--- config.mk ---
export PLATFORM = sky130hd
export DESIGN_NAME = utf8_byte_stream_decoder_flat
export DESIGN_NICKNAME = d
export VERILOG_FILES = /design/src/rtl/core/u8d_pkg.sv /design/src/rtl/core/u8d_stream_if.sv /design/src/rtl/core/u8d_front.sv /design/src/rtl/core/u8d_queue.sv /design/src/rtl/core/u8d_back.sv /design/src/rtl/core/utf8_byte_stream_decoder.sv /design/src/flat_wrapper.sv
export VERILOG_INCLUDE_DIRS = /design/src /design/src/rtl/core
export SDC_FILE = /design/constraint.sdc
export NUM_CORES = 1
export LEC_CHECK = 0
export BUFFER_PORTS_ARGS = -buffer_cell sky130_fd_sc_hd__clkbuf_2
export CAP_MARGIN = 20
export CORE_MARGIN = 1
export CORE_UTILIZATION = 45
export DETAILED_ROUTE_END_ITERATION = 16
export PLACE_DENSITY = 0.7
export SLEW_MARGIN = 10
export SYNTH_ARGS = -nofsm -noshare
export SYNTH_HDL_FRONTEND = slang
export SYNTH_SLANG_ARGS = --single-unit
--- constraint.sdc ---
create_clock -name clk -period 4.5 [get_ports clk]
set_clock_uncertainty 0.05 [all_clocks]
set_input_delay 0.9 -clock clk [delete_from_list [all_inputs] [get_ports clk]]
set_output_delay 0.9 -clock clk [all_outputs]
set_load 0.01 [all_outputs]
--- src/rtl/core/utf8_byte_stream_decoder_assert.svh ---
// ---------------------------------------------------------------------------
// UTF-8 decoder assertion macros
// Shared concurrent assertion forms, clocked on clk, disabled in reset.
// ---------------------------------------------------------------------------
`ifndef UTF8_BYTE_STREAM_DECODER_ASSERT_SVH
`define UTF8_BYTE_STREAM_DECODER_ASSERT_SVH

// same-cycle implication
`define U8D_ASSERT_NOW(label, clk, rst_n, ante, cons) \
	label: assert property (@(posedge clk) disable iff (!(rst_n)) (ante) |-> (cons)) \
		else $error("u8d: same-cycle check failed");

// next-cycle implication
`define U8D_ASSERT_NEXT(label, clk, rst_n, ante, cons) \
	label: assert property (@(posedge clk) disable iff (!(rst_n)) (ante) |=> (cons)) \
		else $error("u8d: next-cycle check failed");

`endif

--- src/rtl/core/u8d_pkg.sv ---
// ---------------------------------------------------------------------------
// u8d_pkg
// Types and constants shared by the UTF-8 byte stream decoder.
// ---------------------------------------------------------------------------
`timescale 1ns / 1ps

package u8d_pkg;

	localparam int unsigned BYTE_W = 8;
	localparam int unsigned CP_W   = 21;
	localparam int unsigned ST_W   = 2;
	localparam int unsigned CNT_W  = 3;
	localparam int unsigned BITS_W = 7;
	localparam int unsigned CONT_W = 6;
	localparam int unsigned PART_W = CP_W - CONT_W;
	localparam int unsigned PEND_W = 2;

	localparam int unsigned QDEPTH = 2;
	localparam int unsigned QPTR_W = $clog2(QDEPTH);
	localparam int unsigned QCNT_W = $clog2(QDEPTH + 1);

	localparam logic [ST_W-1:0] ST_OK        = 2'd0;
	localparam logic [ST_W-1:0] ST_INVALID   = 2'd1;
	localparam logic [ST_W-1:0] ST_TRUNCATED = 2'd2;

	localparam logic [CNT_W-1:0] LEN_ONE   = 3'd1;
	localparam logic [CNT_W-1:0] LEN_TWO   = 3'd2;
	localparam logic [CNT_W-1:0] LEN_THREE = 3'd3;
	localparam logic [CNT_W-1:0] LEN_FOUR  = 3'd4;

	typedef enum logic [2:0] {
		KIND_ASCII,
		KIND_CONT,
		KIND_LEAD2,
		KIND_LEAD3,
		KIND_LEAD4,
		KIND_BAD
	} kind_t;

	typedef struct packed {
		kind_t             kind;
		logic [BITS_W-1:0] bits;
		logic              eos;
	} item_t;

endpackage

--- src/rtl/core/u8d_stream_if.sv ---
// ---------------------------------------------------------------------------
// u8d stream interfaces
// Valid/ready channels for input bytes and decoded code points.
// ---------------------------------------------------------------------------
`timescale 1ns / 1ps

interface u8d_byte_if;
	logic                          valid;
	logic                          ready;
	logic [u8d_pkg::BYTE_W-1:0]    data_byte;
	logic                          end_of_stream;

	modport source (output valid, output data_byte, output end_of_stream, input ready);
	modport sink   (input valid, input data_byte, input end_of_stream, output ready);
endinterface

interface u8d_cp_if;
	logic                          valid;
	logic                          ready;
	logic [u8d_pkg::CP_W-1:0]      code_point;
	logic [u8d_pkg::ST_W-1:0]      status;
	logic [u8d_pkg::CNT_W-1:0]     byte_count;

	modport source (output valid, output code_point, output status, output byte_count,
		input ready);
	modport sink   (input valid, input code_point, input status, input byte_count,
		output ready);
endinterface

--- src/rtl/core/u8d_front.sv ---
// ---------------------------------------------------------------------------
// u8d_front
// Accepts bytes, classifies each one and pushes it into the queue.
// ---------------------------------------------------------------------------
`timescale 1ns / 1ps

module u8d_front (
	u8d_byte_if.sink         in_byte,
	input  logic             q_full,
	output logic             push,
	output u8d_pkg::item_t   item
);

	logic [u8d_pkg::BYTE_W-1:0] b;

	assign b             = in_byte.data_byte;
	assign in_byte.ready = !q_full;
	assign push          = in_byte.valid && !q_full;

	always_comb begin
		item.eos = in_byte.end_of_stream;
		unique casez (b[7:3])
			5'b0????: begin
				item.kind = u8d_pkg::KIND_ASCII;
				item.bits = b[6:0];
			end
			5'b10???: begin
				item.kind = u8d_pkg::KIND_CONT;
				item.bits = {1'b0, b[5:0]};
			end
			5'b110??: begin
				item.kind = u8d_pkg::KIND_LEAD2;
				item.bits = {2'b0, b[4:0]};
			end
			5'b1110?: begin
				item.kind = u8d_pkg::KIND_LEAD3;
				item.bits = {3'b0, b[3:0]};
			end
			5'b11110: begin
				item.kind = u8d_pkg::KIND_LEAD4;
				item.bits = {4'b0, b[2:0]};
			end
			default: begin
				item.kind = u8d_pkg::KIND_BAD;
				item.bits = '0;
			end
		endcase
	end

endmodule

--- src/rtl/core/u8d_queue.sv ---
// ---------------------------------------------------------------------------
// u8d_queue
// Small FIFO of classified bytes between front and back.
// ---------------------------------------------------------------------------
`timescale 1ns / 1ps

module u8d_queue (
	input  logic             clk,
	input  logic             arst_n,
	input  logic             push,
	input  u8d_pkg::item_t   wr_item,
	input  logic             pop,
	output logic             full,
	output logic             valid,
	output u8d_pkg::item_t   rd_item
);

	u8d_pkg::item_t                  mem_q [u8d_pkg::QDEPTH];
	logic [u8d_pkg::QPTR_W-1:0]      wr_ptr_q;
	logic [u8d_pkg::QPTR_W-1:0]      rd_ptr_q;
	logic [u8d_pkg::QCNT_W-1:0]      cnt_q;

	function automatic logic [u8d_pkg::QPTR_W-1:0] ptr_next(
		input logic [u8d_pkg::QPTR_W-1:0] p
	);
		ptr_next = (p == u8d_pkg::QPTR_W'(u8d_pkg::QDEPTH - 1)) ? '0 : p + 1'b1;
	endfunction

	assign full    = (cnt_q == u8d_pkg::QCNT_W'(u8d_pkg::QDEPTH));
	assign valid   = (cnt_q != '0);
	assign rd_item = mem_q[rd_ptr_q];

	always_ff @(posedge clk or negedge arst_n) begin
		if (!arst_n) begin
			wr_ptr_q <= '0;
			rd_ptr_q <= '0;
			cnt_q    <= '0;
		end else begin
			if (push)
				wr_ptr_q <= ptr_next(wr_ptr_q);
			if (pop)
				rd_ptr_q <= ptr_next(rd_ptr_q);
			if (push && !pop)
				cnt_q <= cnt_q + 1'b1;
			else if (pop && !push)
				cnt_q <= cnt_q - 1'b1;
		end
	end

	always_ff @(posedge clk) begin
		if (push)
			mem_q[wr_ptr_q] <= wr_item;
	end

endmodule

--- src/rtl/core/u8d_back.sv ---
// ---------------------------------------------------------------------------
// u8d_back
// Sequence tracker: assembles code points and drives the result register.
// ---------------------------------------------------------------------------
`timescale 1ns / 1ps

module u8d_back (
	input  logic             clk,
	input  logic             arst_n,
	input  logic             q_valid,
	input  u8d_pkg::item_t   q_item,
	output logic             pop,
	u8d_cp_if.source         out_cp
);

	logic [u8d_pkg::PEND_W-1:0] pend_q, pend_d;
	logic [u8d_pkg::PART_W-1:0] part_q, part_d;
	logic [u8d_pkg::CNT_W-1:0]  len_q, len_d;

	logic                       out_valid_q;
	logic [u8d_pkg::CP_W-1:0]   cp_q;
	logic [u8d_pkg::ST_W-1:0]   st_q;
	logic [u8d_pkg::CNT_W-1:0]  cnt_q;

	logic                       emit;
	logic [u8d_pkg::CP_W-1:0]   e_cp;
	logic [u8d_pkg::ST_W-1:0]   e_st;
	logic [u8d_pkg::CNT_W-1:0]  e_cnt;
	logic [u8d_pkg::CP_W-1:0]   joined;

	assign pop               = q_valid && (!out_valid_q || out_cp.ready);
	assign out_cp.valid      = out_valid_q;
	assign out_cp.code_point = cp_q;
	assign out_cp.status     = st_q;
	assign out_cp.byte_count = cnt_q;

	assign joined = {part_q, q_item.bits[u8d_pkg::CONT_W-1:0]};

	always_comb begin
		emit   = 1'b0;
		e_cp   = '0;
		e_st   = u8d_pkg::ST_OK;
		e_cnt  = '0;
		pend_d = pend_q;
		part_d = part_q;
		len_d  = len_q;
		if (pend_q == '0) begin
			unique case (q_item.kind) inside
				u8d_pkg::KIND_ASCII: begin
					emit  = 1'b1;
					e_cp  = u8d_pkg::CP_W'(q_item.bits);
					e_cnt = u8d_pkg::LEN_ONE;
				end
				u8d_pkg::KIND_CONT, u8d_pkg::KIND_BAD: begin
					emit  = 1'b1;
					e_st  = u8d_pkg::ST_INVALID;
					e_cnt = u8d_pkg::LEN_ONE;
				end
				u8d_pkg::KIND_LEAD2: begin
					part_d = u8d_pkg::PART_W'(q_item.bits[4:0]);
					pend_d = 2'd1;
					len_d  = u8d_pkg::LEN_TWO;
				end
				u8d_pkg::KIND_LEAD3: begin
					part_d = u8d_pkg::PART_W'(q_item.bits[3:0]);
					pend_d = 2'd2;
					len_d  = u8d_pkg::LEN_THREE;
				end
				u8d_pkg::KIND_LEAD4: begin
					part_d = u8d_pkg::PART_W'(q_item.bits[2:0]);
					pend_d = 2'd3;
					len_d  = u8d_pkg::LEN_FOUR;
				end
				default: begin
					emit  = 1'b1;
					e_st  = u8d_pkg::ST_INVALID;
					e_cnt = u8d_pkg::LEN_ONE;
				end
			endcase
			if (pend_d != '0 && q_item.eos) begin
				emit   = 1'b1;
				e_st   = u8d_pkg::ST_TRUNCATED;
				pend_d = '0;
			end
		end else if (q_item.kind != u8d_pkg::KIND_CONT) begin
			emit   = 1'b1;
			e_st   = u8d_pkg::ST_INVALID;
			e_cnt  = len_q - u8d_pkg::CNT_W'(pend_q) + u8d_pkg::LEN_ONE;
			pend_d = '0;
		end else begin
			pend_d = pend_q - 1'b1;
			part_d = joined[u8d_pkg::PART_W-1:0];
			if (pend_d == '0) begin
				emit  = 1'b1;
				e_cp  = joined;
				e_cnt = len_q;
			end else if (q_item.eos) begin
				emit   = 1'b1;
				e_st   = u8d_pkg::ST_TRUNCATED;
				pend_d = '0;
			end
		end
	end

	always_ff @(posedge clk or negedge arst_n) begin
		if (!arst_n) begin
			pend_q      <= '0;
			out_valid_q <= 1'b0;
		end else begin
			if (pop) begin
				pend_q      <= pend_d;
				out_valid_q <= emit;
			end else if (out_cp.ready) begin
				out_valid_q <= 1'b0;
			end
		end
	end

	always_ff @(posedge clk) begin
		if (pop) begin
			part_q <= part_d;
			len_q  <= len_d;
		end
		if (pop && emit) begin
			cp_q  <= e_cp;
			st_q  <= e_st;
			cnt_q <= e_cnt;
		end
	end

endmodule

--- src/rtl/core/utf8_byte_stream_decoder.sv ---
// ---------------------------------------------------------------------------
// utf8_byte_stream_decoder
// UTF-8 byte stream to code point decoder with classify front, item queue
// and sequence-tracking back end.
//
//   channel   dir  payload                             item
//   in_byte   in   data_byte[7:0], end_of_stream       one raw byte
//   out_cp    out  code_point[20:0], status[1:0],      one result
//                  byte_count[2:0]
//
// One byte per cycle sustained while out_cp.ready holds; a result is valid
// once its final byte has passed the queue and then the result register.
// Throughput is set by the sequence tracker in the back end.
// Reset clears queue pointers, pending count and result valid; no clear pass.
// A stalled output holds the back end; the two-entry queue then fills and
// in_byte.ready drops until the cycle after the back end pops again.
// ---------------------------------------------------------------------------
`timescale 1ns / 1ps
`include "utf8_byte_stream_decoder_assert.svh"

module utf8_byte_stream_decoder (
	input  logic       clk,
	input  logic       arst_n,
	u8d_byte_if.sink   in_byte,
	u8d_cp_if.source   out_cp
);

	logic             push;
	logic             pop;
	logic             q_full;
	logic             q_valid;
	u8d_pkg::item_t   wr_item;
	u8d_pkg::item_t   rd_item;

	u8d_front u_front (
		.in_byte (in_byte),
		.q_full  (q_full),
		.push    (push),
		.item    (wr_item)
	);

	u8d_queue u_queue (
		.clk     (clk),
		.arst_n  (arst_n),
		.push    (push),
		.wr_item (wr_item),
		.pop     (pop),
		.full    (q_full),
		.valid   (q_valid),
		.rd_item (rd_item)
	);

	u8d_back u_back (
		.clk     (clk),
		.arst_n  (arst_n),
		.q_valid (q_valid),
		.q_item  (rd_item),
		.pop     (pop),
		.out_cp  (out_cp)
	);

	`U8D_ASSERT_NOW(a_bad_cp_zero, clk, arst_n,
		out_cp.valid && out_cp.status != u8d_pkg::ST_OK, out_cp.code_point == '0)
	`U8D_ASSERT_NOW(a_trunc_cnt_zero, clk, arst_n,
		out_cp.valid && out_cp.status == u8d_pkg::ST_TRUNCATED, out_cp.byte_count == '0)
	`U8D_ASSERT_NOW(a_ok_cnt_nonzero, clk, arst_n,
		out_cp.valid && out_cp.status == u8d_pkg::ST_OK, out_cp.byte_count != '0)
	`U8D_ASSERT_NOW(a_stall_means_backlog, clk, arst_n, !in_byte.ready, q_valid)
	`U8D_ASSERT_NEXT(a_pop_had_data, clk, arst_n, push && !q_valid, q_valid)

endmodule

--- src/flat_wrapper.sv ---
// flat-port wrapper written by rule: the top's interface ports become plain ports
module utf8_byte_stream_decoder_flat 
  (clk, arst_n, in_byte_valid, in_byte_data_byte, in_byte_end_of_stream, in_byte_ready, out_cp_valid, out_cp_code_point, out_cp_status, out_cp_byte_count, out_cp_ready);
  u8d_byte_if in_byte_i ();
  u8d_cp_if out_cp_i ();
  input  logic clk;
  input  logic arst_n;
  input wire logic [$bits(in_byte_i.valid)-1:0] in_byte_valid;
  input wire logic [$bits(in_byte_i.data_byte)-1:0] in_byte_data_byte;
  input wire logic [$bits(in_byte_i.end_of_stream)-1:0] in_byte_end_of_stream;
  output wire logic [$bits(in_byte_i.ready)-1:0] in_byte_ready;
  output wire logic [$bits(out_cp_i.valid)-1:0] out_cp_valid;
  output wire logic [$bits(out_cp_i.code_point)-1:0] out_cp_code_point;
  output wire logic [$bits(out_cp_i.status)-1:0] out_cp_status;
  output wire logic [$bits(out_cp_i.byte_count)-1:0] out_cp_byte_count;
  input wire logic [$bits(out_cp_i.ready)-1:0] out_cp_ready;
  assign in_byte_i.valid = in_byte_valid;
  assign in_byte_i.data_byte = in_byte_data_byte;
  assign in_byte_i.end_of_stream = in_byte_end_of_stream;
  assign in_byte_ready = in_byte_i.ready;
  assign out_cp_valid = out_cp_i.valid;
  assign out_cp_code_point = out_cp_i.code_point;
  assign out_cp_status = out_cp_i.status;
  assign out_cp_byte_count = out_cp_i.byte_count;
  assign out_cp_i.ready = out_cp_ready;
  utf8_byte_stream_decoder u_core (.clk(clk), .arst_n(arst_n), .in_byte(in_byte_i), .out_cp(out_cp_i));
endmodule
==> impl_metrics.py <==
metrics = {
    "critical_path": {
        "r2r_end": "u_core.u_back.out_cp.code_point[3]$_DFFE_PP_",
        "reg2reg_depth": 5,
        "critPathLaunch": "u_core.u_queue.rd_ptr_q$_DFFE_PN0P_",
        "worst_setup_path_start_kind": "flip-flop",
        "crit_arrival_ns": 2.71,
        "regToRegStartpoint": "u_core.u_queue.rd_ptr_q$_DFFE_PN0P_",
        "cp-endpoint": "u_core.u_back.out_cp.code_point[3]$_DFFE_PP_",
        "path_class": "flip-flop to flip-flop",
        "end_kind": "flip-flop",
        "cp.required_ns": 4.50,
        "critPathMaxFanout": 20,
        "r2r_slack_ns": 1.79,
    },
    "power_and_ir_drop": {
        "power.switching_mw": 1.002,
        "intPower_mw": 1.762,
        "power-per-cell-area_nw_per_um2": 747.9,
        "p_leak_nw": 1.466,
        "peakVddDrop_mv": 0.3042,
        "power_frac_seq_pct": 44.5,
        "switching_share_pct": 36.26,
        "clock_power_share_pct": 18.7,
        "p_total_mw": 2.764,
        "p_comb_share_pct": 36.8,
    },
    "worst_hold_path": {
        "hp-class": "input port to async pin",
    },
    "yosys": {
        "async_flop_share_pct": 9.589,
        "syn_nets": 240,
        "syn_avg_cell_area_um2": 14.47,
        "ys_warn_count": 0,
        "ys_types": 41,
        "syn_area_um2": 3183,
        "synth-seq-cells": 73,
        "synthCells": 220,
        "ys.flop_type": "edfxtp_1",
        "synth_edf_count": 66,
        "yosysSeqAreaShare_pct": 67.77,
    },
    "die": {
        "core_um2": 6832,
        "fp.dieH_um": 86.11,
        "die_width_um": 86.11,
        "rows": 30,
        "dieArea_um2": 7414,
        "initial_core_util_pct": 46.59,
        "ios": 41,
    },
    "timing": {
        "report.final.slew_viol_count": 0,
        "fin_tns_setup_ns": 0,
        "finalSetupViolCount": 0,
        "fmax_mhz": 369.1,
        "finalCritPeriodShare_pct": 60.20,
        "period_needed_ns": 2.709,
        "whs_ns": 0.3260,
        "max_slew_margin_pct": 35.32,
        "finalHoldViolCount": 0,
        "tightest_slew_ns": 0.9666,
        "rsz0062_at_grt": "false",
    },
    "clock_network": {
        "cts_buffers": 9,
        "clockRootBuffer": "clkbuf_8",
        "cts.clk_slew.worst_paths_ns": 0.08,
        "cts_num_sinks": 73,
        "postCtsHoldBufs": 0,
        "clock_latency_ns": 0.35,
        "clockBufferDepth": 2,
        "cts_tree": "done",
        "htreeDepth": 3,
        "post_cts_buffers": 0,
        "cts.repair.resized": 0,
    },
    "finish": {
        "final_util_pct": 54.10,
        "antenna_cells": 0,
        "stdcell_count": 368,
        "syn2layout_area_growth_pct": 16.12,
        "multi_input_area_um2": 960.9,
        "fillerInstances": 597,
        "drive_gt1_share_pct": 27.57,
        "fin_nets": 287,
        "regArea_um2": 2157,
    },
    "routing": {
        "vias": 1854,
        "ant_nets": 0,
        "drtPass1Iterations": 4,
        "wl_per_cell_um": 13.93,
        "wirelength_mm": 5.126,
        "drt-initial-drc-count": 119,
        "drc": 0,
        "avgViaCountPerCell": 5.038,
    },
    "placement": {
        "port_buffers": 40,
        "dp_hpwl_mm": 3.542,
        "placed_cells": 352,
        "gp_congestion": 0.8311,
    },
    "outcome": {
        "status": "completed",
    },
    "flow_run": {
        "cap_violations": 0,
    },
    "grt": {
        "grt_max_degree": 22,
        "grt_pass1_vias": 1767,
        "grt_first_pass_wirelength_mm": 8.342,
        "grt_util_all_layers_pct": 15.08,
        "grt_antenna_before_repair": 0,
        "grt_overflow": 0,
    },
}
## sequential cells by signal (all words and copies together) (netlist names)
name	count
u_core.u_queue.mem_q	22
u_core.u_back.len_q	3
u_core.u_queue.cnt_q	2
u_core.u_back.out_cp.code_point	21
u_core.u_queue.wr_ptr_q	1
u_core.u_back.out_cp.byte_count	3
u_core.u_back.out_cp.valid	1
u_core.u_back.pend_q	2
u_core.u_queue.rd_ptr_q	1
u_core.u_back.part_q	15
u_core.u_back.out_cp.status	2
## cell type report
type	instances	share of cell area (%)
clock buffer	9	3.351
clock inverter	7	2.099
inverter	9	0.9140
multi-input combinational	132	26.00
sequential	73	58.36
tap	96	3.250
timing repair buffer	42	6.026
## how the worst min path moves through the flow
| stage | slack, ns | from | to | cells past startpoint |
|---|---|---|---|---|
| 2_1_floorplan | 0.41 | u_core.u_queue.wr_ptr_q$_DFFE_PN0P_ | u_core.u_queue.wr_ptr_q$_DFFE_PN0P_ | 1 |
| 3_3_place_gp | 0.43 | u_core.u_queue.wr_ptr_q$_DFFE_PN0P_ | u_core.u_queue.wr_ptr_q$_DFFE_PN0P_ | 1 |
| 3_5_place_dp | 0.44 | u_core.u_queue.wr_ptr_q$_DFFE_PN0P_ | u_core.u_queue.wr_ptr_q$_DFFE_PN0P_ | 1 |
| 4_1_cts | 0.32 | arst_n | u_core.u_back.pend_q[1]$_DFFE_PN0P_ | 1 |
| 5_1_grt | 0.33 | arst_n | u_core.u_queue.cnt_q[0]$_DFFE_PN0P_ | 1 |
| 6_report | 0.33 | arst_n | u_core.u_back.pend_q[1]$_DFFE_PN0P_ | 1 |
## cells by family (layout without fill, tap and decap cells)
group	after synthesis	count (layout)	share of synthesized area (%)
DFF	73	73	67.77
and+or+nand+nor	70	70	12.50
AOI/OAI and AO/OA	33	33	7.233
buffers and inverters	15	67	2.476
muxes	14	14	5.071
xor gates and xnor gates	8	8	2.201
adders and majority gates	7	7	2.751
## cells in the mapped netlist, types with 3 or more instances
library cell	count	area, um^2
nor2b_1	14	87.58
and3_1	16	100.1
dfrtp_1	7	175.2
ha_1	7	87.58
and2_1	4	25.02
buf_6	3	33.78
mux2i_1	6	60.06
xnor2_1	6	52.55
a31oi_1	3	18.77
nand2_1	11	41.29
nand3_1	4	20.02
nor2_1	12	45.04
edfxtp_1	66	1982
clkbuf_1	3	11.26
a21oi_1	8	40.04
inv_1	8	30.03
o21ai_0	5	25.02
mux2_2	7	78.83
nand2b_1	3	18.77
## cells in the final DEF (no fill, tap or decap), types with 3 or more instances in the layout
master,instances
a21oi_1,8
a31oi_1,3
and2_1,4
and3_1,16
clkbuf_2,40
clkbuf_8,9
dfrtp_1,7
edfxtp_1,66
ha_1,7
inv_1,8
mux2_2,7
mux2i_1,6
nand2_1,11
nand2b_1,3
nand3_1,4
nor2_1,12
nor2b_1,14
o21ai_0,5
xnor2_1,6
## per-stage QoR
stage	setup WS [ns]	cell area (um^2)
6_report	1.791	3696
5_1_grt	1.636	3696
4_1_cts	1.767	3696
3_5_place_dp	1.754	3495
3_3_place_gp	1.460	3480
2_1_floorplan	0.5772	3183
## per-layer routing
layer	vias up	wire, um	track usage [%]
met5	-	0	0
met4	0	133	8.636
met3	16	209	4.042
met2	53	2431	23.30
met1	876	2353	19.22
li1	909	-	-
## power by group through the flow
stage	Sequential [mW]	Clock (mW)	Combinational, mW
finish	1.23	0.516	1.02
global route	1.26	0.550	1.13
CTS	1.24	0.529	1.03
detailed placement	1.25	0	1.03
global placement	1.25	0	0.981
floorplan	1.28	0	0.680
## worst max-delay path, cell delays in order, from the launching register on
cell and delay, ns:
dfrtp_1 0.86, mux2i_4 0.50, a21o_1 0.25, nor3_4 0.08, o31ai_4 0.42, buf_8 0.24
Power figures use the tool's default switching activity.
